$ cat config.mk
export PLATFORM = sky130hd
export DESIGN_NAME = aafc_mul
export DESIGN_NICKNAME = d
export VERILOG_FILES = /design/src/hw/rtl/aabb_frustum_cull_core_assert.svh /design/src/hw/rtl/aafc_pkg.sv /design/src/hw/rtl/aafc_mul.sv
export SDC_FILE = /design/constraint.sdc
export NUM_CORES = 2
export LEC_CHECK = 0
export ABC_AREA = 1
export BUFFER_PORTS_ARGS = -buffer_cell sky130_fd_sc_hd__buf_2
export CAP_MARGIN = 15
export CORE_UTILIZATION = 65
export CTS_CLUSTER_SIZE = 40
export DETAILED_ROUTE_END_ITERATION = 12
export GPL_TIMING_DRIVEN = 0
export PLACE_DENSITY = 0.83
export SYNTH_ARGS = -nofsm -noshare
export SYNTH_HDL_FRONTEND = slang
export SYNTH_SLANG_ARGS = --single-unit
export TNS_END_PERCENT = 30
$ cat constraint.sdc
create_clock -name clock -period 11.2 [get_ports clock]
set_clock_uncertainty 0.05 [all_clocks]
set_input_delay 1.68 -clock clock [delete_from_list [all_inputs] [get_ports clock]]
set_output_delay 1.68 -clock clock [all_outputs]
set_load 0.02 [all_outputs]
$ cat src/hw/rtl/aabb_frustum_cull_core_assert.svh
// Assertion macros for the frustum cull core.
// All of them sample on clock and are disabled while reset is high.
`ifndef AABB_FRUSTUM_CULL_CORE_ASSERT_SVH
`define AABB_FRUSTUM_CULL_CORE_ASSERT_SVH

// Same-cycle implication.
`define AAFC_ASSERT_IMP(label, ante, cons, msg) \
   label: assert property (@(posedge clock) disable iff (reset) (ante) |-> (cons)) \
      else $error(msg);

// Next-cycle implication.
`define AAFC_ASSERT_NEXT(label, ante, cons, msg) \
   label: assert property (@(posedge clock) disable iff (reset) (ante) |=> (cons)) \
      else $error(msg);

`endif

$ cat src/hw/rtl/aafc_pkg.sv
// ----------------------------------------------------------------------------
// aafc_pkg
// Shared types, constants and fixed-point helpers of the frustum cull core.
// ----------------------------------------------------------------------------
package aafc_pkg;

   localparam int FRAC_BITS   = 16;
   localparam int WORD_WIDTH  = 32;
   localparam int TABLE_DEPTH = 36;
   localparam int ADDR_W      = $clog2(TABLE_DEPTH);
   localparam int PLANE_BASE  = 12;
   localparam int MUL_W       = WORD_WIDTH + 1;
   localparam int PROD_W      = 2 * MUL_W;
   localparam int ACC_W       = WORD_WIDTH + 2;
   localparam int RAD_W       = 64;
   localparam int ROOT_W      = 32;
   localparam int DIST_W      = 31;

   localparam logic OP_WRITE = 1'b0;
   localparam logic OP_TEST  = 1'b1;

   localparam logic CSR_NEAR = 1'b0;
   localparam logic CSR_FAR  = 1'b1;

   localparam logic [DIST_W-1:0] NEAR_RESET = 31'd6554;
   localparam logic [DIST_W-1:0] FAR_RESET  = 31'd65536000;
   localparam logic [DIST_W-1:0] DIST_MAX   = 31'h7FFF_FFFF;

   typedef logic signed [WORD_WIDTH-1:0] word_type;

   typedef enum logic [2:0] {
      ST_IDLE,
      ST_XFORM,
      ST_PLANE,
      ST_DIST,
      ST_ROOT,
      ST_FINISH
   } state_type;

   typedef struct packed {
      logic             start;
      logic [RAD_W-1:0] radicand;
   } sqrt_ctl_type;

   typedef struct packed {
      logic              busy;
      logic              done;
      logic [ROOT_W-1:0] root;
   } sqrt_stat_type;

   // floor(p / 2^FRAC_BITS), saturated to a signed word
   function automatic word_type qsat(input logic signed [PROD_W-1:0] p);
      logic signed [PROD_W-1:0] s;
      logic signed [PROD_W-1:0] hi;
      logic signed [PROD_W-1:0] lo;
      hi = PROD_W'(signed'(32'sh7FFF_FFFF));
      lo = PROD_W'(signed'(32'sh8000_0000));
      s  = p >>> FRAC_BITS;
      if (s > hi)      return word_type'(32'sh7FFF_FFFF);
      else if (s < lo) return word_type'(32'sh8000_0000);
      else             return word_type'(s[WORD_WIDTH-1:0]);
   endfunction

   function automatic word_type sat_acc(input logic signed [ACC_W-1:0] v);
      logic signed [ACC_W-1:0] hi;
      logic signed [ACC_W-1:0] lo;
      hi = ACC_W'(signed'(32'sh7FFF_FFFF));
      lo = ACC_W'(signed'(32'sh8000_0000));
      if (v > hi)      return word_type'(32'sh7FFF_FFFF);
      else if (v < lo) return word_type'(32'sh8000_0000);
      else             return word_type'(v[WORD_WIDTH-1:0]);
   endfunction

endpackage

$ cat src/hw/rtl/aafc_mul.sv
// ----------------------------------------------------------------------------
// aafc_mul
// Shared signed multiplier with a registered full-width product.
// ----------------------------------------------------------------------------
module aafc_mul (
   input  logic                                 clock,
   input  logic                                 en,
   input  logic signed [aafc_pkg::MUL_W-1:0]    op_a,
   input  logic signed [aafc_pkg::MUL_W-1:0]    op_b,
   output logic signed [aafc_pkg::PROD_W-1:0]   prod
);

   logic signed [aafc_pkg::PROD_W-1:0] prod_ff;
   logic signed [aafc_pkg::PROD_W-1:0] prod_in;

   assign prod_in = op_a * op_b;

   always_ff @(posedge clock) begin
      if (en) begin
         prod_ff <= prod_in;
      end
   end

   assign prod = prod_ff;

endmodule

; Word level (Yosys, flattened, before mapping)
; Cells that the tools add are included.
[totals]
latchBits = 0
n_memories = 0
elab_cells = 2
regBits = 66
mem_bits_rw = 0
romBits = 0
output_inout_bits = 66
[classes]
magnitude_cmp = 0
n_mux = 0
addsub = 0
n_reduce_logical = 0
bitwise = 0
n_shift = 0
n_div = 0
multipliers = 1
n_eq_ne = 0
[op_table]
columns = cell, count
row1 = multiplier 33 x 33 -> 66 bit, 1

; Longest topological paths before layout
[depth]
ltp_word = 1
mapped_depth = 34

; Worst setup path before layout
; Ideal clock, no wire load.
[synth_path]
kind = in2reg
startpoint = input port op_a[32] (netlist bit)
endpoint = register prod_ff, in the netlist prod[60], data pin
n_path_buf = 2
path_stages = 23
required_time_ns = 10.897
setup_time_ns = 0.253
t_arrival_ns = 8.323
path_slack_ns = 2.574
path_cell_list = clkbuf_1 > clkbuf_1 > nand2_1 > inv_1 > fa_1 > fa_1 > fa_1 > fa_1 > inv_1 > fa_1 > fa_1 > fa_1 > fa_1 > inv_1 > ha_1 > nand2_1 > nor2_1 > inv_1 > nor3_1 > nand2_1 > and2_0 > nand4_1 > nand2_1
[synth_via]
elab_chain_cells = 1
[synth_rtl]
columns = item, line
row1 = from (decl), aafc_mul.sv:8  ; input logic signed [aafc_pkg::MUL_W-1:0] op_a,
row2 = multiplier 33 x 33 -> 66 bit, aafc_mul.sv:16  ; assign prod_in = op_a * op_b;
row3 = named net prod_in (one bit), aafc_mul.sv:14  ; logic signed [aafc_pkg::PROD_W-1:0] prod_in;
row4 = to (signal assigned), aafc_mul.sv:20  ; prod_ff <= prod_in;
row5 = to (decl), aafc_mul.sv:13  ; logic signed [aafc_pkg::PROD_W-1:0] prod_ff;
; The timed path passes the listed nets, and every way through them passes these cells.
; A chain may end at the register's enable or synchronous reset.

; Worst setup path after layout
[layout_path]
startpoint = input port op_a[32] (netlist bit)
endpoint = register prod_ff, in the netlist prod[63], data pin
; The elaborated chain is that of the path after synthesis.

==> results.txt <==
----------------------------------------------------
[Floorplanning]
  Die extent in x ... ~260 um
  Starting utilization of the core area ... 0.662
  Die boundary height ... 262 um
  Area enclosed by the die boundary ... 0.0685 sq mm
  Total core area ... ~0.066 sq mm
  Standard-cell row count ... 94
  IO Pins ... 134

[Layout]
  Seq. cell area ... 0.00198 sq mm
  Finished layout cell area ... 0.0460 sq mm
  Area added between synthesis and finish ... 4.93%
  Number of nets at the end of the flow ... 7081
  Largest register FFs ... 66
  Multi-input combinational cell area ... between 0.03 and 0.04 sq mm
  Number of filler instances in the final layout ... 5618
  Fraction of final layout cells with drive strength greater than 1 ... 0.0301

[Worst setup path]
  Data arrival time of the critical path ... 10.77 ns
  Required @ worst endpoint ... around 11 ns
  Crit path max-delay cell type ... fa_1
  CP dominant cell by count ... fa_1
  Max stage delay on crit path ... 1.42 ns
  Critical Path Start Type ... input pin
  Critical path endpoint category ... register
  Worst Setup Path Type ... in -> reg
  Worst-path maximum fanout ... 17
  Cells along the critical path ... clkbuf_1 -> clkbuf_1 -> nand2_1 -> inv_1 -> fa_1 -> fa_1 -> fa_1 -> fa_1 -> fa_1 -> fa_1 -> fa_1 -> inv_1 -> fa_1 -> inv_1 -> ha_1 -> nand2_1 -> nor2_1 -> nand2_1 -> nor4_1 -> nand2_1 -> nand3_1 -> nand2_1

[Routing]
  Routed length per instance ... between 20 and 30 um
  Number of violations reported at the end of detailed-routing iteration 0 ... around 4500
  Final wirelength ... 170000 um
  Post-detailed-route DRC marker count ... 0
  Vias per cell ... 5.77
  DRT antenna net count ... 0
  Routed vias ... 37638
  DR pass1 iterations ... 8

[Placed design]
  Detailed Place HPWL ... 140000 um
  Instance area at placement ... 0.0454 sq mm
  Global placer's final weighted congestion ... 1.11
  Count of port buffers added during placement ... 68

[Global route]
  Largest net degree at the start of global routing ... 47
  Antenna violations before repair ... 14
  Total routing resource utilization after global routing ... 0.516
  GR Util met1 ... 0.605
  Global-route met2 utilization ... 0.738
  Via count of the first global-routing pass ... 38620
  Global routing usage on met3 ... 0.226
  Busiest layer in global routing ... met2
  Global-route wire length before repair ... about 240000 um
  Overflow left after global routing ... 0

[STA]
  Maximum achievable frequency ... 0.0932 GHz
  Final Hold Violating Endpoints ... 0
  Min Tclk post-route ... 10.73 ns
  Worst Tran Pin Value ... 1.43 ns
  Final-layout worst hold slack ... 1.79 ns
  Final setup fails ... 0
  Final number of max-transition violations ... 0
  Max-slew headroom at the worst pin ... 0.0447
  Post-route clock period utilization ... 0.958
  Sum of negative setup slack ... 0 ns
  Unrepaired setup endpoints after global routing ... no

[Clock tree]
  Number of setup buffers added after CTS ... 0
  Number of H-tree levels ... 3
  Cts-stage hold buffer count ... 0
  Number of buffers on the longest clock path ... 2
  Number of buffers created by CTS ... 9
  Clock transition time at the flip-flop clock pins of the worst setup and hold paths ... about 0.060 ns
  Clock root buffer ... clkbuf_16
  Count of cells resized by post-cts repair ... 0
  Clock sink count ... between 60 and 70
  Clock tree from TritonCTS ... done

[Logic synthesis]
  Synth warnings ... 0
  Net count after synthesis ... between 6000 and 7000
  Top cell type's share of synthesized area ... 0.523
  Seq cells post-synth ... 66
  Fraction of the yosys area taken by sequential cells ... 0.0452
  Post-Syn Instances ... 5549
  Commonest cells post-synth ... 1896 x inv_1, 1523 x nand2_1, 1145 x fa_1
  Synth top area cells ... fa_1 52%, inv_1 16%, nand2_1 13%
  Primary FF master, synth ... edfxtp_1
  Mean Syn Cell Area ... 7.90 sq um
  Post-Synthesis Cell Area ... 0.0438 sq mm
  Count of distinct cell types in the synthesized netlist ... 32
  Count leader, synth ... inv_1
  FFs w/ async S/R, synth ... 0
  Cell taking the most area after synthesis ... fa_1
  Number of synthesized flops with an enable pin ... 66

[Outcome]
  Result of the run ... complete, no violations

[Job]
  Max_cap viols ... 0

[Min path]
  Type of the worst min-delay path ... in -> reg

----------------------------------------------------
==> placed cells by master, fill, tap and decap left out, types with 3 or more instances in the layout <==
cell	Yosys	final
buf_6	0	4
a21oi_1	61	61
buf_16	0	4
a21o_1	3	3
or2_2	5	5
inv_2	6	6
o21bai_1	12	12
nor2_4	4	4
clkbuf_16	0	10
o21ai_1	6	6
nand3b_1	4	4
nand3_1	70	70
nand4_1	19	19
nor2_2	22	22
nand3_2	8	8
xor2_1	35	35
a21oi_2	3	3
buf_2	0	68
nand2_2	15	15
o21ai_0	18	18
xnor2_1	4	4
diode_2	0	7
nor2_1	125	125
fa_1	1145	1145
inv_1	1896	1896
clkbuf_1	261	261
ha_1	217	217
buf_8	0	13
edfxtp_1	66	66
nor3_1	8	8
nand2_1	1523	1523
nor4_1	5	5
==> final cells by class <==
cell class,instances,share of cell area
antenna,7,0.000381
buffer,263,0.0215
clock buffer,9,0.00490
clock inverter,7,0.00218
inverter,1902,0.155
multi-input combinational,3318,0.733
sequential,66,0.0431
tap,864,0.0235
timing repair buffer,91,0.0160
==> worst paths after layout <==
check,startpoint,endpoint,slack (ns),cells past startpoint
worst max-delay path,op_a[32],prod[63],0.47,22
worst min-delay path,en,prod[3],1.79,1
==> per-layer routing <==
| layer | wire length (um) | up-vias |
|---|---|---|
| li1 | - | 15289 |
| met2 | 70200 | 3017 |
| met3 | 26300 | 903 |
| met4 | 17900 | 6 |
| met1 | 55400 | 18423 |
| met5 | 49 | - |
==> through the flow <==
step            util  setup slack [ns]  instances
6_report       0.695             0.474       6527
5_1_grt        0.694             0.427       6520
4_1_cts        0.690             0.851       6503
3_5_place_dp   0.685             0.510       6487
3_3_place_gp   0.683             0.543       6481
2_1_floorplan      -              2.57       5549
==> worst max-delay path, delay by kind of cell <==
family        cells  cell delay, ns
fa+ha+maj         9            6.05
buf+inv           5            1.50
simple gates      8            1.48
==> logic make-up (layout without fill, tap and decap cells) <==
group	after synthesis	in the layout	share of synthesized area
adders and majority gates	1362	1362	0.585
and+or+nand+nor	1812	1812	0.164
xor gates and xnor gates	39	39	0.00779
other	0	7	0
DFF	66	66	0.0452
AOI/OAI and AO/OA	105	105	0.0132
buffers and inverters	2165	2272	0.185
Power is not shown: default switching activity piles up to over one toggle a cycle in this logic, so the estimate is an artifact.
