`src/hw/rtl/aabb_frustum_cull_core_assert.svh`:
```
// Assertion macros for the frustum cull core.
// All of them sample on clock and are disabled while reset is high.
`ifndef AABB_FRUSTUM_CULL_CORE_ASSERT_SVH
`define AABB_FRUSTUM_CULL_CORE_ASSERT_SVH

// Same-cycle implication.
`define AAFC_ASSERT_IMP(label, ante, cons, msg) \
   label: assert property (@(posedge clock) disable iff (reset) (ante) |-> (cons)) \
      else $error(msg);

// Next-cycle implication.
`define AAFC_ASSERT_NEXT(label, ante, cons, msg) \
   label: assert property (@(posedge clock) disable iff (reset) (ante) |=> (cons)) \
      else $error(msg);

`endif

```
`src/hw/rtl/aafc_ram.sv`:
```
// ----------------------------------------------------------------------------
// aafc_ram
// Generic single-write, single-read RAM with registered read data.
// ----------------------------------------------------------------------------
module aafc_ram #(
   parameter int WIDTH = 32,
   parameter int DEPTH = 36
) (
   input  logic                     clock,
   input  logic                     wr_en,
   input  logic [$clog2(DEPTH)-1:0] wr_addr,
   input  logic [WIDTH-1:0]         wr_data,
   input  logic [$clog2(DEPTH)-1:0] rd_addr,
   output logic [WIDTH-1:0]         rd_data
);

   logic [WIDTH-1:0] mem_ff [DEPTH];
   logic [WIDTH-1:0] rd_data_ff;

   always_ff @(posedge clock) begin
      if (wr_en) begin
         mem_ff[wr_addr] <= wr_data;
      end
      rd_data_ff <= mem_ff[rd_addr];
   end

   assign rd_data = rd_data_ff;

endmodule

```
`config.mk`:
```
export PLATFORM = sky130hd
export DESIGN_NAME = aafc_ram
export DESIGN_NICKNAME = d
export VERILOG_FILES = /design/src/hw/rtl/aabb_frustum_cull_core_assert.svh /design/src/hw/rtl/aafc_ram.sv
export SDC_FILE = /design/constraint.sdc
export NUM_CORES = 1
export LEC_CHECK = 0
export BUFFER_PORTS_ARGS = -buffer_cell sky130_fd_sc_hd__buf_2
export CAP_MARGIN = 25
export CORE_MARGIN = 3
export CORE_UTILIZATION = 47
export CTS_BUF_LIST = sky130_fd_sc_hd__clkbuf_2
export DETAILED_ROUTE_END_ITERATION = 7
export PLACE_DENSITY = 0.63
export SYNTH_ARGS = -nofsm -noshare
export SYNTH_HDL_FRONTEND = slang
export SYNTH_SLANG_ARGS = --single-unit
```
`constraint.sdc`:
```
create_clock -name clock -period 3.6 [get_ports clock]
set_input_delay 0.9 -clock clock [delete_from_list [all_inputs] [get_ports clock]]
set_output_delay 0.9 -clock clock [all_outputs]
set_load 0.1 [all_outputs]
```
-- Yosys cells after proc, flatten, opt, wreduce, memory -nomap -nowiden
Memories as Yosys holds them, arrays and structs flattened. A register that Yosys moved wholly into a read port is not among the register bits.
Cells that the tools add are included.
Widths: inputs -> output; s select.
- bits of input ports: 46
- output and inout bits: 32
- memories: 1
- word-level logic and storage cells: 3
- flip-flop bits (word level): 0
- bits in writable memories: 1152
- mux-type cells: 2
- memories (name ; depth ; width ; read ports ; clocked after memory_dff ; write ports ; RTL line ; text):
    mem_ff ; 36 ; 32 ; 1 ; 1 ; 1 ; aafc_ram.sv:17 ; logic [WIDTH-1:0] mem_ff [DEPTH];
- operator list (kind ; number):
    $mux 1 ; 2

-- Longest topological paths before layout
Gate-level depths: netlist (run 1).
- depth in word-level cells: 2
- depth in mapped cells: 8
- gate-level depth less buffers: 5

-- Least setup slack after synthesis (run 1)
OpenSTA, ideal clock, no wires.
- path kind: input port to flip-flop
- from: input wr_addr[2]
- to: memory mem_ff[25][0] (enable)
- stages on the path: 2
- buffers on the path: 0
- setup slack: 373 ps
- data arrival time: 2806 ps
- library setup time: 421 ps
- required time: 3179 ps
- path through: or3b_2 nor2_1
- RTL lines (what ; RTL line ; text):
    from (decl) ; aafc_ram.sv:11 ; input logic [$clog2(DEPTH)-1:0] wr_addr,
    to (decl) ; aafc_ram.sv:17 ;
No word-level cell before the write port.

-- Worst setup path in the final report (run 1)
- from: register rd_data_ff[4], in the netlist rd_data[4], read port of mem_ff
- to: output rd_data[4]
- RTL lines (what ; RTL line ; text):
    from (decl) ; aafc_ram.sv:18 ; logic [WIDTH-1:0] rd_data_ff;
    to (decl) ; aafc_ram.sv:14 ; output logic [WIDTH-1:0] rd_data
No word-level cell between the ends.

==> metrics.txt, run 1 <==
post-synth top area share 0.757; Critical Path RT 2.70 ns; Mapped Cells around 2.3k; DR WL/cell between 20 and 30 microns; HPWL Detailed approximately 62 mm; Worst EP arrival around 2.5 ns; CP Max Fanout 1; Syn-to-layout area delta 13.4%; status completed; #FFs+latches synth between 1k and 1.5k; Tightest Pin Transition 1.08 ns; CTS Buf Count ~310; HP Class in -> reg; Seq. cell area around 35,000 sq um; leakage power approximately 18 nW; Max-Cap Viols 0; pwr dens approximately 500 nW/um^2; DRC violations left 0; vias per inst about 5.9; Mapped Area approximately 46,000 sq um; slowest library cell on the worst path buf_2; Overflow after GRT 0; r2r endpoint rd_data[28]$_DFF_P_; fraction of the yosys area taken by sequential cells 0.771; layout cells sized above 1 0.274; multi-input logic area approximately 10000 sq um; beginning of the worst register-to-register path mem_ff[0][28]$_DFFE_PP_; Initial Util 0.478; Slew headroom 0.278; global-route usage over all layers 0.232; met3 WL post-DR around 9 mm; Die Ht 318 microns; setup ws final between 0.2 and 0.25 ns; top cells by area, synth edfxtp_1 76%, mux2i_1 11%, a22oi_1 2.1%; vias in the first global route 25.1k; Routability Congestion around 0.80; Max Fclk 296 MHz; crit path time final 3.37 ns; H-tree Lvls 5; Post-CTS Setup Inserts 0; synthesized area per cell between 15 and 20 sq um; CTS root buf clkbuf_2; Ys Warns 0; type of origin of the critical path flip-flop; wl on met1 between 40 and 50 mm; Syn Nets 2,391; Core Util, Final 0.542; WS Path Type reg -> out; crit path cell chain buf_2; crit-path max cell delay 0.47 ns; post-synthesis async set-or-reset flop share 0; RSZ-0062 raised after global routing no; EDFF count, synth between 1k and 1.5k; fin crit share 0.937; WHS Path Cells 5; 1st-iter DRT viols between 2k and 2.5k; Routed WL roughly 120 mm; endpoints failing hold 0; die area around 100,000 sq um; met2 WL between 50 and 60 mm; post-synthesis cell type count 28; R2R setup slack roughly 1.4 ns; WHS Endpoint rd_data[25]$_DFF_P_; CP bufs+invs 1; ys flop type edfxtp_1; vias approximately 25k; startpoint of the worst hold path rd_addr[1]; row count approximately 110; # IOs 78; skew final 0.134 ns; latest clock arrival within the worst-skew pair roughly 1.5 ns; Sink Count between 1k and 1.5k; initial antenna violation count 3; global-route wire length before repair between 150 and 200 mm; Final Max Tran Viols 0; R2R cell count 6; DRT Pass-1 Iters 8; maximum vdd ir drop roughly 0.34 mV; number of I/O port buffers 77; Layout Nets about 2.8k; Yosys top cell by area edfxtp_1; CTS clk-pin slew, worst paths approximately 0.1 ns; Die X ~320 microns; delay-heaviest family, CP buffers and inverters; Antenna Nets Post-Route 0; largest net degree at the start of global routing 72; CTS tree yes; fillers between 7k and 8k; Setup-failing EPs final 0; core area 95,700 sq um; final setup TNS 0 ns; Longest Clk Path Bufs 4; dpl ws approximately 0.45 ns; Crit. End Element primary output; Highest Signal Layer met5
[cells in the final DEF (no fill, tap or decap), types with 35 or more instances in the layout]
cell,netlist,layout
edfxtp_1,1152,1152
mux2i_1,512,512
clkbuf_2,0,423
a22oi_1,128,128
buf_4,20,81
clkinv_1,0,75
buf_2,30,73
a22o_1,64,64
a21oi_1,64,64
a221oi_2,51,51
buf_12,0,49
nor2_4,0,37
dlygate4sd3_1,0,35
[worst max path at each step]
| stage | start | end | slack, ns | cells after the start |
|---|---|---|---|---|
| floorplan | wr_addr[2] | mem_ff[25][0]$_DFFE_PP_ | 0.37 | 2 |
| global placement | rd_addr[0] | rd_data[14]$_DFF_P_ | 0.45 | 7 |
| detailed placement | rd_addr[0] | rd_data[14]$_DFF_P_ | 0.45 | 7 |
| CTS | rd_data[4]$_DFF_P_ | rd_data[4] | 0.06 | 1 |
| global route | rd_data[4]$_DFF_P_ | rd_data[4] | 0.07 | 1 |
| finish | rd_data[4]$_DFF_P_ | rd_data[4] | 0.23 | 1 |
[layout make-up]
cell class	count	area share
sequential	1184	0.680
multi-input combinational	1020	0.193
timing repair buffer	239	0.0447
clock buffer	423	0.0408
tap	1265	0.0305
clock inverter	99	0.0115
antenna	5	0.000241
[cells in the mapped netlist (2+ instances only)]
library cell	n
nor2_1	39
buf_4	20
clkbuf_4	4
buf_2	30
nand3b_1	5
mux2i_1	512
nand2b_1	2
a22oi_1	128
a21oi_1	64
nor2b_1	3
or3b_2	2
a221oi_1	13
mux4_2	32
nand3_1	3
edfxtp_1	1152
clkbuf_1	58
dfxtp_1	32
a22o_1	64
nand2_1	35
buf_8	2
o22ai_1	32
buf_6	17
o41ai_2	32
a221oi_2	51
buf_1	10
[kinds of logic (layout without fill, tap and decap cells)]
group                  Yosys count  after routing  share of synthesized area
DFF                           1184           1184                      0.771
muxes                          544            544                      0.128
AOI/OAI and AO/OA              384            384                     0.0753
buffers and inverters          141            761                     0.0176
and+or+nand+nor                 92             92                    0.00870
other                            0              5                          0
[stage by stage]
stage / cell area (sq um) / power, mW / hold slack (ns) / cells
floorplan: 45700 / 16.7 / 0.629 / 2345
global placement: 48800 / 17.3 / 0.639 / 3673
detailed placement: 48800 / 17.3 / 0.648 / 3673
CTS: 51800 / 26.2 / 0.00684 / 4230
global route: 51800 / 27.1 / 0.0939 / 4233
finish: 51900 / 26.0 / 0.197 / 4235
[repair_timing]
action,in CTS,in global routing
resized for setup,2,0
hold endpoints to repair,1160,0
hold buffers,35,0
endpoints found under the setup margin,2,0
[power breakdown]
part | switching (mW) | internal [mW]
Clock | 5.18 | 3.74
Sequential | 0.0620 | 15.2
Combinational | 1.21 | 0.562
Total | 6.46 | 19.5
[per-layer routing]
metal | up-vias | track usage
li1 | 10678 | -
met1 | 12830 | 0.318
met2 | 1086 | 0.364
met3 | 193 | 0.0509
met4 | 2 | 0.0924
met5 | - | 0
[sequential cells by signal, summed over array words and instances, names as in the netlist]
signal / count
rd_data: 32
mem_ff: 1152
Power figures use the tool's default switching activity.
==> run 2, diff against run 1 <==
PLACE_DENSITY = 0.69   (was 0.63)
clock period = 4.3 ns   (was 3.6 ns; I/O delays follow)
==> run 2 against run 1 <==
Compared with the run above:
- via count decreased by 0.95%
- flip-flop and latch count unchanged
- sequential share of layout area increased by 0.89 points
- critical endpoint is now rd_data[9]
- cell count decreased by 1.4%
- register-to-register slack improved by 0.99 ns
- critical path type unchanged
- worst setup slack improved by 0.46 ns
- first-iteration DRC count increased by 5.8%
- utilization decreased by 0.70 points
- power decreased by 18%
==> metrics.txt, run 2 (synthesis gave the netlist of run 1 again) <==
Max-Cap Viols 0; fin crit share 0.841; Hold WS 0.166 ns; WS Path Type reg -> out; global-route wire length before repair between 150 and 200 mm; core area about 96,000 sq um; H-tree Lvls 5; CTS Buf Count between 200 and 300; CP bufs+invs 1; R2R setup slack 2.41 ns; Slew headroom 0.362; vias in the first global route about 25k; WP depth 1; type of origin of the critical path flip-flop; Sink Count around 1.2k; most frequent cells in the layout 1,152 x edfxtp_1, 512 x mux2i_1, 436 x clkbuf_2; Syn-to-layout area delta 11.9%; status completed; Largest register FFs 1,152; 1st-iter DRT viols between 2k and 3k; crit-path max cell delay 0.58 ns; Overflow after GRT 0; HP Class in -> reg; clock group share of total power 0.334; pwr dens roughly 420 nW/um^2; die area 101,000 sq um; Combinational Power Share 0.068; row count 113; layout cells sized above 1 0.271; post_cts resized 0; CTS clk-pin slew, worst paths roughly 0.10 ns; Post-CTS Hold Buffers 25; Routability Congestion 0.809; Flop pwr share 0.598; number of I/O port buffers 77; CP Max Fanout 1; crit path to rd_data[9]; switching part of the total 0.248; Critical Path RT between 3 and 4 ns; Final Max Tran Viols 0; Layout Nets 2,751; commonest non-fill, non-tap cell in the layout edfxtp_1; # IOs 78; crit path launch rd_data[9]$_DFF_P_; Crit. End Element primary output; leakage power 18.0 nW; crit path cell chain buf_2; vias ~25k; RSZ-0062 raised after global routing no; DRT Pass-1 Iters 5; Tightest Pin Transition ~0.96 ns; Worst EP arrival between 2 and 3 ns; DRC violations left 0; R2R cell count 5; CTS root buf clkbuf_2; global-route usage over all layers 0.228; vias per inst just under 6; Antenna Nets Post-Route 0; CTS tree yes; Placed Cells around 3.6k; HPWL Detailed between 60 and 70 mm; Power Internal between 15 and 20 mW; initial antenna violation count 6; Psw 5.32 mW; Core Util, Final 0.535; delay-heaviest family, CP flip-flops; crit path time final between 3 and 4 ns; r2r endpoint rd_data[6]$_DFF_P_; Die Ht between 300 and 400 microns; Post-Layout Cell Count roughly 4.2k; Max Fclk 277 MHz; largest net degree at the start of global routing between 70 and 80; endpoints failing hold 0; Setup-failing EPs final 0; Post-CTS Setup Inserts 0; Initial Util 0.478; Pwr Total between 20 and 25 mW; final setup TNS 0 ns; Longest Clk Path Bufs 4; most flop-heavy register mem_ff; skew final 0.111 ns; Die X between 300 and 400 microns; DR WL/cell 27.9 microns; latest clock arrival within the worst-skew pair 1.47 ns; maximum vdd ir drop ~0.23 mV; beginning of the worst register-to-register path mem_ff[28][6]$_DFFE_PP_; slowest library cell on the worst path dfxtp_1; Routed WL about 120 mm
-- run 2: cell count changes in the layout (fill, tap and decap cells not counted), sizes merged --
cell / previous run / this run
buf: 204 / 176
diode: 5 / 9
clkbuf: 423 / 436
bufinv: 8 / 4
clkinv: 87 / 53
inv: 4 / 3
dlygate4sd3: 35 / 25
-- run 2: cell type report --
cell class | instances | area (sq um)
Clock buffer | 436 | 2180
Timing Repair Buffer | 201 | 1830
Fill cell | 7386 | 44500
Antenna cell | 9 | 22.5
Sequential cell | 1184 | 35200
Clock inverter | 60 | 342
Tap cell | 1265 | 1580
Multi-Input combinational cell | 1020 | 9990
-- run 2: worst min path at each step --
| stage | startpoint | to | slack (ns) | depth (start not counted) |
|---|---|---|---|---|
| 6_report | wr_data[1] | mem_ff[34][1]$_DFFE_PP_ | 0.17 | 1 |
| 2_1_floorplan | mem_ff[34][0]$_DFFE_PP_ | rd_data[0]$_DFF_P_ | 0.63 | 3 |
| 3_5_place_dp | mem_ff[34][15]$_DFFE_PP_ | rd_data[15]$_DFF_P_ | 0.66 | 3 |
| 4_1_cts | wr_data[1] | mem_ff[34][1]$_DFFE_PP_ | 0.004 | 1 |
| 5_1_grt | wr_data[19] | mem_ff[32][19]$_DFFE_PP_ | 0.03 | 1 |
| 3_3_place_gp | mem_ff[32][22]$_DFFE_PP_ | rd_data[22]$_DFF_P_ | 0.64 | 3 |
-- run 2: stage by stage --
stage | cell area, sq um | setup slack, ns
after floorplan | 45700 | 0.898
after global placement | 48400 | 0.735
after detailed placement | 48400 | 0.751
after CTS | 51200 | 0.487
after global routing | 51200 | 0.540
final | 51200 | 0.684
-- run 2: power by group through the flow --
| stage | logic [mW] | clock network, mW | registers [mW] |
|---|---|---|---|
| 6_report | 1.46 | 7.16 | 12.8 |
| 3_5_place_dp | 1.44 | 0 | 13.1 |
| 3_3_place_gp | 1.41 | 0 | 13.1 |
| 4_1_cts | 1.46 | 7.32 | 12.8 |
| 2_1_floorplan | 0.697 | 0 | 13.3 |
| 5_1_grt | 1.53 | 7.96 | 12.8 |
-- run 2: routing by layer --
| metal | share of wire | vias up | global-route usage |
|---|---|---|---|
| li1 | - | 10540 | - |
| met1 | 0.40 | 12578 | 0.307 |
| met2 | 0.48 | 1246 | 0.366 |
| met3 | 0.093 | 190 | 0.0576 |
| met4 | 0.025 | 0 | 0.0746 |
| met5 | 0 | - | 0 |
