## src/hw/rtl/aabb_frustum_cull_core_assert.svh

```systemverilog
// Assertion macros for the frustum cull core.
// All of them sample on clock and are disabled while reset is high.
`ifndef AABB_FRUSTUM_CULL_CORE_ASSERT_SVH
`define AABB_FRUSTUM_CULL_CORE_ASSERT_SVH

// Same-cycle implication.
`define AAFC_ASSERT_IMP(label, ante, cons, msg) \
   label: assert property (@(posedge clock) disable iff (reset) (ante) |-> (cons)) \
      else $error(msg);

// Next-cycle implication.
`define AAFC_ASSERT_NEXT(label, ante, cons, msg) \
   label: assert property (@(posedge clock) disable iff (reset) (ante) |=> (cons)) \
      else $error(msg);

`endif

```

## src/hw/rtl/aafc_pkg.sv

```systemverilog
// ----------------------------------------------------------------------------
// aafc_pkg
// Shared types, constants and fixed-point helpers of the frustum cull core.
// ----------------------------------------------------------------------------
package aafc_pkg;

   localparam int FRAC_BITS   = 16;
   localparam int WORD_WIDTH  = 32;
   localparam int TABLE_DEPTH = 36;
   localparam int ADDR_W      = $clog2(TABLE_DEPTH);
   localparam int PLANE_BASE  = 12;
   localparam int MUL_W       = WORD_WIDTH + 1;
   localparam int PROD_W      = 2 * MUL_W;
   localparam int ACC_W       = WORD_WIDTH + 2;
   localparam int RAD_W       = 64;
   localparam int ROOT_W      = 32;
   localparam int DIST_W      = 31;

   localparam logic OP_WRITE = 1'b0;
   localparam logic OP_TEST  = 1'b1;

   localparam logic CSR_NEAR = 1'b0;
   localparam logic CSR_FAR  = 1'b1;

   localparam logic [DIST_W-1:0] NEAR_RESET = 31'd6554;
   localparam logic [DIST_W-1:0] FAR_RESET  = 31'd65536000;
   localparam logic [DIST_W-1:0] DIST_MAX   = 31'h7FFF_FFFF;

   typedef logic signed [WORD_WIDTH-1:0] word_type;

   typedef enum logic [2:0] {
      ST_IDLE,
      ST_XFORM,
      ST_PLANE,
      ST_DIST,
      ST_ROOT,
      ST_FINISH
   } state_type;

   typedef struct packed {
      logic             start;
      logic [RAD_W-1:0] radicand;
   } sqrt_ctl_type;

   typedef struct packed {
      logic              busy;
      logic              done;
      logic [ROOT_W-1:0] root;
   } sqrt_stat_type;

   // floor(p / 2^FRAC_BITS), saturated to a signed word
   function automatic word_type qsat(input logic signed [PROD_W-1:0] p);
      logic signed [PROD_W-1:0] s;
      logic signed [PROD_W-1:0] hi;
      logic signed [PROD_W-1:0] lo;
      hi = PROD_W'(signed'(32'sh7FFF_FFFF));
      lo = PROD_W'(signed'(32'sh8000_0000));
      s  = p >>> FRAC_BITS;
      if (s > hi)      return word_type'(32'sh7FFF_FFFF);
      else if (s < lo) return word_type'(32'sh8000_0000);
      else             return word_type'(s[WORD_WIDTH-1:0]);
   endfunction

   function automatic word_type sat_acc(input logic signed [ACC_W-1:0] v);
      logic signed [ACC_W-1:0] hi;
      logic signed [ACC_W-1:0] lo;
      hi = ACC_W'(signed'(32'sh7FFF_FFFF));
      lo = ACC_W'(signed'(32'sh8000_0000));
      if (v > hi)      return word_type'(32'sh7FFF_FFFF);
      else if (v < lo) return word_type'(32'sh8000_0000);
      else             return word_type'(v[WORD_WIDTH-1:0]);
   endfunction

endpackage

```

## src/hw/rtl/aafc_sqrt.sv

```systemverilog
// ----------------------------------------------------------------------------
// aafc_sqrt
// Iterative integer square root, two radicand bits per cycle.
// ----------------------------------------------------------------------------
module aafc_sqrt (
   input  logic                    clock,
   input  logic                    reset,
   input  aafc_pkg::sqrt_ctl_type  ctl,
   output aafc_pkg::sqrt_stat_type stat
);

   localparam int RW = aafc_pkg::RAD_W;

   logic [RW-1:0] v_ff, v_in;
   logic [RW-1:0] r_ff, r_in;
   logic [RW-1:0] bit_ff, bit_in;
   logic          busy_ff, busy_in;
   logic          done_ff, done_in;
   logic [RW:0]   trial;

   assign trial = {1'b0, r_ff} + {1'b0, bit_ff};

   always_comb begin
      v_in    = v_ff;
      r_in    = r_ff;
      bit_in  = bit_ff;
      busy_in = busy_ff;
      done_in = 1'b0;
      if (ctl.start) begin
         v_in    = ctl.radicand;
         r_in    = '0;
         bit_in  = RW'(1) << (RW - 2);
         busy_in = 1'b1;
      end else if (busy_ff) begin
         if ({1'b0, v_ff} >= trial) begin
            v_in = v_ff - trial[RW-1:0];
            r_in = (r_ff >> 1) + bit_ff;
         end else begin
            r_in = r_ff >> 1;
         end
         bit_in = bit_ff >> 2;
         if (bit_ff[0]) begin
            busy_in = 1'b0;
            done_in = 1'b1;
         end
      end
   end

   always_ff @(posedge clock) begin
      if (reset) begin
         busy_ff <= 1'b0;
         done_ff <= 1'b0;
      end else begin
         busy_ff <= busy_in;
         done_ff <= done_in;
      end
      v_ff   <= v_in;
      r_ff   <= r_in;
      bit_ff <= bit_in;
   end

   assign stat.busy = busy_ff;
   assign stat.done = done_ff;
   assign stat.root = r_ff[aafc_pkg::ROOT_W-1:0];

endmodule

```

## config.mk

```make
export PLATFORM = sky130hd
export DESIGN_NAME = aafc_sqrt
export DESIGN_NICKNAME = d
export VERILOG_FILES = /design/src/hw/rtl/aabb_frustum_cull_core_assert.svh /design/src/hw/rtl/aafc_pkg.sv /design/src/hw/rtl/aafc_sqrt.sv
export SDC_FILE = /design/constraint.sdc
export NUM_CORES = 1
export LEC_CHECK = 0
export BUFFER_PORTS_ARGS = -buffer_cell sky130_fd_sc_hd__buf_2
export CAP_MARGIN = 5
export CORE_UTILIZATION = 35
export DETAILED_ROUTE_END_ITERATION = 7
export MAX_ROUTING_LAYER = met4
export SLEW_MARGIN = 20
export SYNTH_ARGS = -nofsm -noshare
export SYNTH_HDL_FRONTEND = slang
export SYNTH_SLANG_ARGS = --single-unit
```

## constraint.sdc

```tcl
create_clock -name clock -period 23.6 [get_ports clock]
set_clock_uncertainty 0.05 [all_clocks]
set_input_delay 0 -clock clock [delete_from_list [all_inputs] [get_ports clock]]
set_output_delay 0 -clock clock [all_outputs]
set_load 0.05 [all_outputs]
```

Yosys cells after proc, flatten, opt, wreduce, memory -nomap -nowiden
Cells that the tools add are included.

operators by class
  add/subtract/negate cells = 3
  multiply operators = 0
  divide/modulo/power cells = 0
  order comparisons = 1
  eq/ne operators = 0
  shift-type cells = 0
  mux-type cells = 8
  bitwise logic cells = 1
  reduce and logical (&&, ||, !) cells = 4

operators by type and width
  operator           count
  $mux 64            4
  $add 64x63->65     1
  $ge 64x65->1       1
  $add 63x63->64     1
  $sub 64x64->64     1
  $mux 1             4
  $reduce_bool 2->1  2
  $reduce_or 3->1    1
  $reduce_and 2->1   1
  $not 1->1          1

storage, ports and cells
  register bits after elaboration = 162
  latch bits = 0
  RAM bits = 0
  ROM bits = 0
  memories kept = 0

Longest topological paths before layout
Gate-level depths: netlist (run 1).

  word-level depth = 5
  mapped depth = 26

Least setup slack after synthesis (run 1)
No wires, ideal clock.

  kind = flip-flop to flip-flop
  start point = register r_ff[16]
  end point = register v_ff[0], enable pin
  data arrival time = 9.298 ns
  setup slack = 13.677 ns
  cell stages (with the launch flop) = 25
  path buffers = 3
  cell sequence = dfxtp_1 > ha_1 > nand4_1 > or3_1 > a211o_1 > and2_1 > o311ai_0 > a31o_2 > a41oi_1 > nor2_1 > nand2_1 > xor2_1 > ha_1 > clkbuf_1 > and4_1 > nand3_1 > nor4_1 > nand4_1 > nand2_1 > nor4_1 > nand3_1 > nand3_4 > buf_4 > buf_4 > o21ai_0

between the ends
  longest elaborated chain between the ends = 4

RTL lines
  element                             RTL line         source
  start, declared                     aafc_sqrt.sv:15  logic [RW-1:0] r_ff, r_in;
  start signal, assigned              aafc_sqrt.sv:58  r_ff <= r_in;
  $add 64x63->65                      aafc_sqrt.sv:21  assign trial = {1'b0, r_ff} + {1'b0, bit_ff};
  $ge 64x65->1                        aafc_sqrt.sv:35  if ({1'b0, v_ff} >= trial) begin
  $reduce_bool 2->1 (no source line)  -
  $reduce_and 2->1 (no source line)   -
  end signal, assigned                aafc_sqrt.sv:57  v_ff <= v_in;
  end, declared                       aafc_sqrt.sv:14  logic [RW-1:0] v_ff, v_in;

Every way passes these cells.
A chain may end at the register's enable or synchronous reset.

Final worst setup path (run 1)
  start point = register r_ff[14]
  end point = register v_ff[61], enable pin

The elaborated chain is that of the path after synthesis.

==> impl_metrics.tcl, run 1 <==
set metrics [dict create \
    netSwitchingPower_mw 0.714 \
    crit_path_end_kind "register" \
    synth.avg_cell_area_um2 7.87 \
    cts_tree "yes" \
    final.fill_count 4591 \
    syn_nets 2184 \
    power_switching_share_pct 45.3 \
    num_vias 15214 \
    clk_pin_slew_worst_paths_ps 70 \
    die_area_um2 45500 \
    drive_above_1_share_pct 9.34 \
    std_cell_rows 77 \
    drtPass1Iterations 7 \
    violations "design-rule violations" \
    relSlewSlack_pct 36.5 \
    synth_edf_count 64 \
    status "complete, but fails checks" \
    startpoint_type "register" \
    cts_htree_levels 4 \
    final_hold_viol_count 0 \
    hp-class "primary input to register" \
    multiInputGateArea_um2 10800 \
    peakVddDrop_uv 50.6 \
    netlist_instances 1986 \
    cts_buffers 17 \
    io_buffers 100 \
    start_util_pct 35.4 \
    power.static_leakage_nw 6.65 \
    ys_top_cells_by_count "222 x nand2_1, 179 x nor2_1, 147 x o21ai_0, 130 x ha_1, 118 x a21oi_1" \
    area_growth_pct 11.8 \
    yosysMostFrequentCell "nand2_1" \
    grt_max_degree 107 \
    pwr-share-clk_pct 18.7 \
    worst_pin_slew_ps 953 \
    synthFlopType "dfxtp_1" \
    grt_pass1_wl_um 77800 \
    grt_pass1_vias 14209 \
    synth_top_area_share_pct 12.6 \
    io_pins 101 \
    post-dp-hpwl_um 37200 \
    grt_overflow 0 \
    wl_per_cell_um 18.8 \
    ys_seq_elements 162 \
    drv_slew 0 \
    required_ps 23640 \
    drt_iter0_markers 1154 \
    rr_startpoint "r_ff[14]" \
    worst_skew_pair.late_latency_ps 460 \
    die_x_um 213 \
    core_area_um2 44100 \
    finish.net_count 2230 \
    ys_seq_area_share_pct 24.8 \
    r2r-end "v_ff[61]" \
    grt_use_total_pct 22.4 \
    yosysTopAreaCell "dfxtp_1" \
    worstHoldStart "ctl[57]" \
    min_delay_worst_endpoint "v_ff[57]" \
    clockBufferDepth 2 \
    post_cts_resized 0 \
    wl_um 49600 \
    netlist-cell-type-count 85 \
    grt_setup_unrepaired "no" \
    synth_area_leaders "dfxtp_1 13%, edfxtp_1 12%, ha_1 10%" \
    cts_sinks 162 \
    antenna_found_initial 1 \
    max_freq_mhz 117 \
    maxCapViolations 0 \
    crit_fanout 79 \
    fin_tns_setup_ps 0 \
    power_density_nw_per_um2 90.2 \
    viasPerCell 5.77 \
    num_antenna_cells 0 \
    setup_ws_ps 15060 \
    place_congestion 0.962 \
    yosysWarningCount 0 \
    fin_crit_sh_pct 36.2 \
    rr_worst_depth 23 \
    hold_depth 3 \
    pre_cts_slack_ps 15090 \
    syn_area_um2 15600 \
    regToRegSetupSlack_ps 15060 \
    crit_arrival_ps 8580 \
    setup_viol 0 \
    p_seq_share_pct 26.3 \
    async_flop_share_pct 0 \
    die_y_um 213 \
    intPower_mw 0.862 \
    period_minus_slack_ps 8540 \
    root_buffer "clkbuf_16" \
    drc 2 \
    regArea_um2 3890 \
    pwr-share-comb_pct 54.9 \
    final_antenna_net_count 0 \
    worst-setup-path-type "register to register" \
]
-- state kept, by name, summed over array words and instances (netlist names) --
signal,flops
bit_ff,32
done_ff,1
busy_ff,1
r_ff,64
v_ff,64
-- through the flow --
stage	total power, mW	utilization (%)	cell area, um^2	hold slack, ps	instances
after detailed placement	1.26	36.8	16200	123	2541
after global routing	1.69	39.6	17500	20.1	2637
final	1.58	39.6	17500	17.3	2637
after floorplan	1.07	-	15600	22.4	1986
after global placement	1.26	36.8	16200	122	2541
after CTS	1.57	39.6	17500	0.415	2637
-- worst max-delay path, stage by stage, from the launching register on --
cell and delay (ps):
dfxtp_1 410, ha_1 410, nand4_1 170, or3_1 360
a211o_1 320, and2_1 260, o311ai_0 760, a31o_2 320
a41oi_1 190, nor2_1 200, nand2_1 90, xor2_1 170
ha_1 420, and4_1 290, nand3_1 180, nor4_1 320
nand4_1 120, nand2_1 140, nor4_1 60, nand3_1 100
buf_4 310, nand3_4 700, o21ai_4 1000, buf_4 680
-- logic make-up (layout without fill, tap and decap cells) --
group	Yosys count	after routing	share of synthesized area, %
AO/OA/AOI/OAI	638	638	27.5
adder cells (fa/ha/maj)	131	131	10.5
buffers and inverters	202	261	6.16
multiplexers	47	47	3.07
flip-flops	162	162	24.8
XOR/XNOR	125	125	7.00
AND/OR/NAND/NOR	681	681	20.9
-- power by group through the flow --
| stage | logic, mW | registers [mW] | clock network, mW |
|---|---|---|---|
| finish | 0.866 | 0.415 | 0.295 |
| global route | 0.954 | 0.421 | 0.313 |
| CTS | 0.856 | 0.414 | 0.301 |
| detailed placement | 0.842 | 0.420 | 0 |
| global placement | 0.841 | 0.420 | 0 |
| floorplan | 0.676 | 0.397 | 0 |
-- area by class of cell --
type	count	area share (%)
multi-input combinational	1622	61.8
sequential	162	22.3
timing repair buffer	175	7.04
tap	592	4.24
clock buffer	27	3.32
inverter	54	1.16
clock inverter	5	0.172
-- how the worst max path moves through the flow --
stage / from / to
CTS: r_ff[14] / v_ff[39]
detailed placement: r_ff[14] / v_ff[39]
floorplan: r_ff[16] / v_ff[0]
global route: r_ff[20] / v_ff[60]
finish: r_ff[14] / v_ff[61]
global placement: r_ff[14] / v_ff[59]
-- placed cells by master, fill, tap and decap left out, drive strengths merged, types with 49 or more instances in the layout --
master	n
o21ai	156
nand4	51
ha	130
edfxtp	64
xnor2	61
a21oi	118
a31oi	58
nor2	179
buf	111
xor2	64
inv	55
nand3	49
dlygate4sd3	64
nand2	222
dfxtp	98
-- layer usage --
metal  track usage (%)  vias to the layer above  routed length (um)
met5                 -                        -                   0
met3              3.65                       57                2870
met4              5.39                        0                 860
met1              31.0                     7240               24100
li1                  -                     7498                   -
met2              33.9                      419               21700
-- repair_timing --
action,4_1_cts,5_1_grt
setup buffers,0,0
hold buffers,64,0
hold endpoints to repair,65,0
Power figures use the tool's default switching activity.
==> inputs of run 2 (changes only) <==
==> constraint.sdc (replaced) <==
create_clock -name clock -period 8.5 [get_ports clock]
set_clock_uncertainty 0.05 [all_clocks]
set_input_delay 0 -clock clock [delete_from_list [all_inputs] [get_ports clock]]
set_output_delay 0 -clock clock [all_outputs]
set_load 0.05 [all_outputs]
==> run 2 against run 1 <==
  * The run still ends with design-rule violations left
  * Global-route usage barely moved
  * Worst setup slack got worse by 15000 ps
  * Wire length increased by 0.24%
  * Highest routed layer unchanged
==> impl_metrics.tcl, run 2 (synthesis results as in run 1) <==
set metrics [dict create \
    setup_viol 0 \
    cts_hold_buf 65 \
    grt_pass1_wl_um 77900 \
    power_mw 4.37 \
    wl_per_cell_um 18.8 \
    antenna_found_initial 0 \
    layout_common_cells "222 x nand2_1, 179 x nor2_1, 146 x o21ai_0, 130 x ha_1, 118 x a21oi_1" \
    drt_iter0_markers 1272 \
    timing.critical_path.to "r_ff[16]" \
    drv_slew 0 \
    wl_um 49700 \
    final_hold_viol_count 0 \
    place_congestion 0.988 \
    num_antenna_cells 0 \
    critPathBufInv 1 \
    crit_cells 22 \
    power_switching_share_pct 45.9 \
    post-dp-hpwl_um 37000 \
    regArea_um2 3890 \
    cp_top_family "simple AND/OR/NAND/NOR gates" \
    startpoint_type "register" \
    whs_ps 16.4 \
    dp_cells 2542 \
    hp-class "primary input to register" \
    violations "design-rule violations" \
    crit_path_end_kind "register" \
    core_area_um2 44100 \
    rr_worst_depth 22 \
    grt_use_total_pct 22.4 \
    viasPerCell 5.80 \
    post_cts_buffers 0 \
    pwr-share-comb_pct 55.3 \
    maxCapViolations 0 \
    fin_cells 2639 \
    p_seq_share_pct 26.3 \
    status "complete, but fails checks" \
    crit_path_top_delay_cell "and3_1" \
    die_y_um 213 \
    area_growth_pct 11.7 \
    layout_commonest_cell "nand2_1" \
    cp_cell_sequence "ha_1, nand4_1, or3_1, a211o_1, and2_1, o311ai_0, a31o_2, a41oi_1, nor2_1, a41oi_1, xor2_1, ha_1, nand4_1, nor4_1, nand4_1, nand2_1, nor4_1, nand3_1, and3_1, buf_4, mux2i_1, a221oi_1" \
    die_x_um 213 \
    clockBufferDepth 2 \
    io_pins 101 \
    multiInputGateArea_um2 10800 \
    finish.net_count 2232 \
    die_area_um2 45500 \
    worst_pin_slew_ps 1000 \
    fin_util_pct 39.6 \
    cts_sinks 162 \
    r2r-end "r_ff[16]" \
    num_vias 15295 \
    pwr-share-clk_pct 18.4 \
    start_util_pct 35.4 \
    grt_setup_unrepaired "no" \
    required_ps 8820 \
    cts_tree "yes" \
    post_cts_resized 0 \
    io_buffers 100 \
    grt_pass1_vias 14396 \
    max_freq_mhz 125 \
    startpoint "r_ff[14]" \
    drtPass1Iterations 7 \
    fin_tns_setup_ps 0 \
    drive_above_1_share_pct 9.38 \
    std_cell_rows 77 \
    drc 2 \
    crit_arrival_ps 8330 \
    cpMostUsedCell "nand4_1" \
    intPower_mw 2.36 \
    cts_htree_levels 4 \
    worst_skew_pair.late_latency_ps 470 \
    slowest_delay_ps 770 \
    peakVddDrop_uv 136 \
    grt_max_degree 86 \
    power.static_leakage_nw 6.63 \
    fin_crit_sh_pct 94.3 \
    period_minus_slack_ps 8020 \
    root_buffer "clkbuf_16" \
    regToRegSetupSlack_ps 480 \
    grt_overflow 0 \
    crit_fanout 18 \
    reg.largest.list "r_ff (64), v_ff (64), bit_ff (32)" \
    worst-setup-path-type "register to register" \
    rr_startpoint "r_ff[14]" \
    netSwitchingPower_mw 2.01 \
    power_density_nw_per_um2 250 \
    cts_buffers 17 \
    final.fill_count 4578 \
    clk_pin_slew_worst_paths_ps 70 \
    relSlewSlack_pct 32.1 \
    final_antenna_net_count 0 \
]
run 2: changes by cell type in the layout (fill, tap and decap cells not counted), moves of 2 or more:
cell | previous run | this run
clkinv_2 | 3 | 1
clkbuf_16 | 22 | 19
clkinvlp_4 | 0 | 2
clkbuf_1 | 4 | 1
clkinv_1 | 0 | 3
inv_6 | 0 | 2
run 2: area by class of cell:
| type | instances | area share (%) |
|---|---|---|
| multi-input combinational | 1622 | 61.9 |
| inverter | 54 | 1.16 |
| sequential | 162 | 22.3 |
| tap | 592 | 4.24 |
| timing repair buffer | 177 | 7.14 |
| clock buffer | 20 | 2.74 |
| clock inverter | 12 | 0.573 |
run 2: layer usage:
layer	GRT usage [%]	routed length [um]
met5	-	0
met1	29.9	23400
met2	34.1	21900
met3	4.23	3340
met4	6.53	1040
run 2: worst min-delay path by stage:
stage,start,end,slack [ps],cells past startpoint
2_1_floorplan,reset,busy_ff,20,1
3_3_place_gp,reset,busy_ff,130,2
3_5_place_dp,reset,busy_ff,120,2
4_1_cts,ctl[64],v_ff[34],20,2
5_1_grt,ctl[64],v_ff[36],50,2
6_report,ctl[64],v_ff[34],20,2
run 2: per-stage QoR:
stage | setup slack (ps) | cell area [um^2]
after floorplan | 312 | 15600
after global placement | 748 | 16200
after detailed placement | 702 | 16200
after CTS | 662 | 17500
after global routing | 257 | 17500
final | 484 | 17500
run 2: power groups by stage:
stage | Clock (mW) | Sequential (mW) | Combinational, mW
floorplan | 0 | 1.10 | 1.88
global placement | 0 | 1.16 | 2.33
detailed placement | 0 | 1.16 | 2.34
CTS | 0.821 | 1.15 | 2.38
global route | 0.847 | 1.17 | 2.67
finish | 0.804 | 1.15 | 2.42
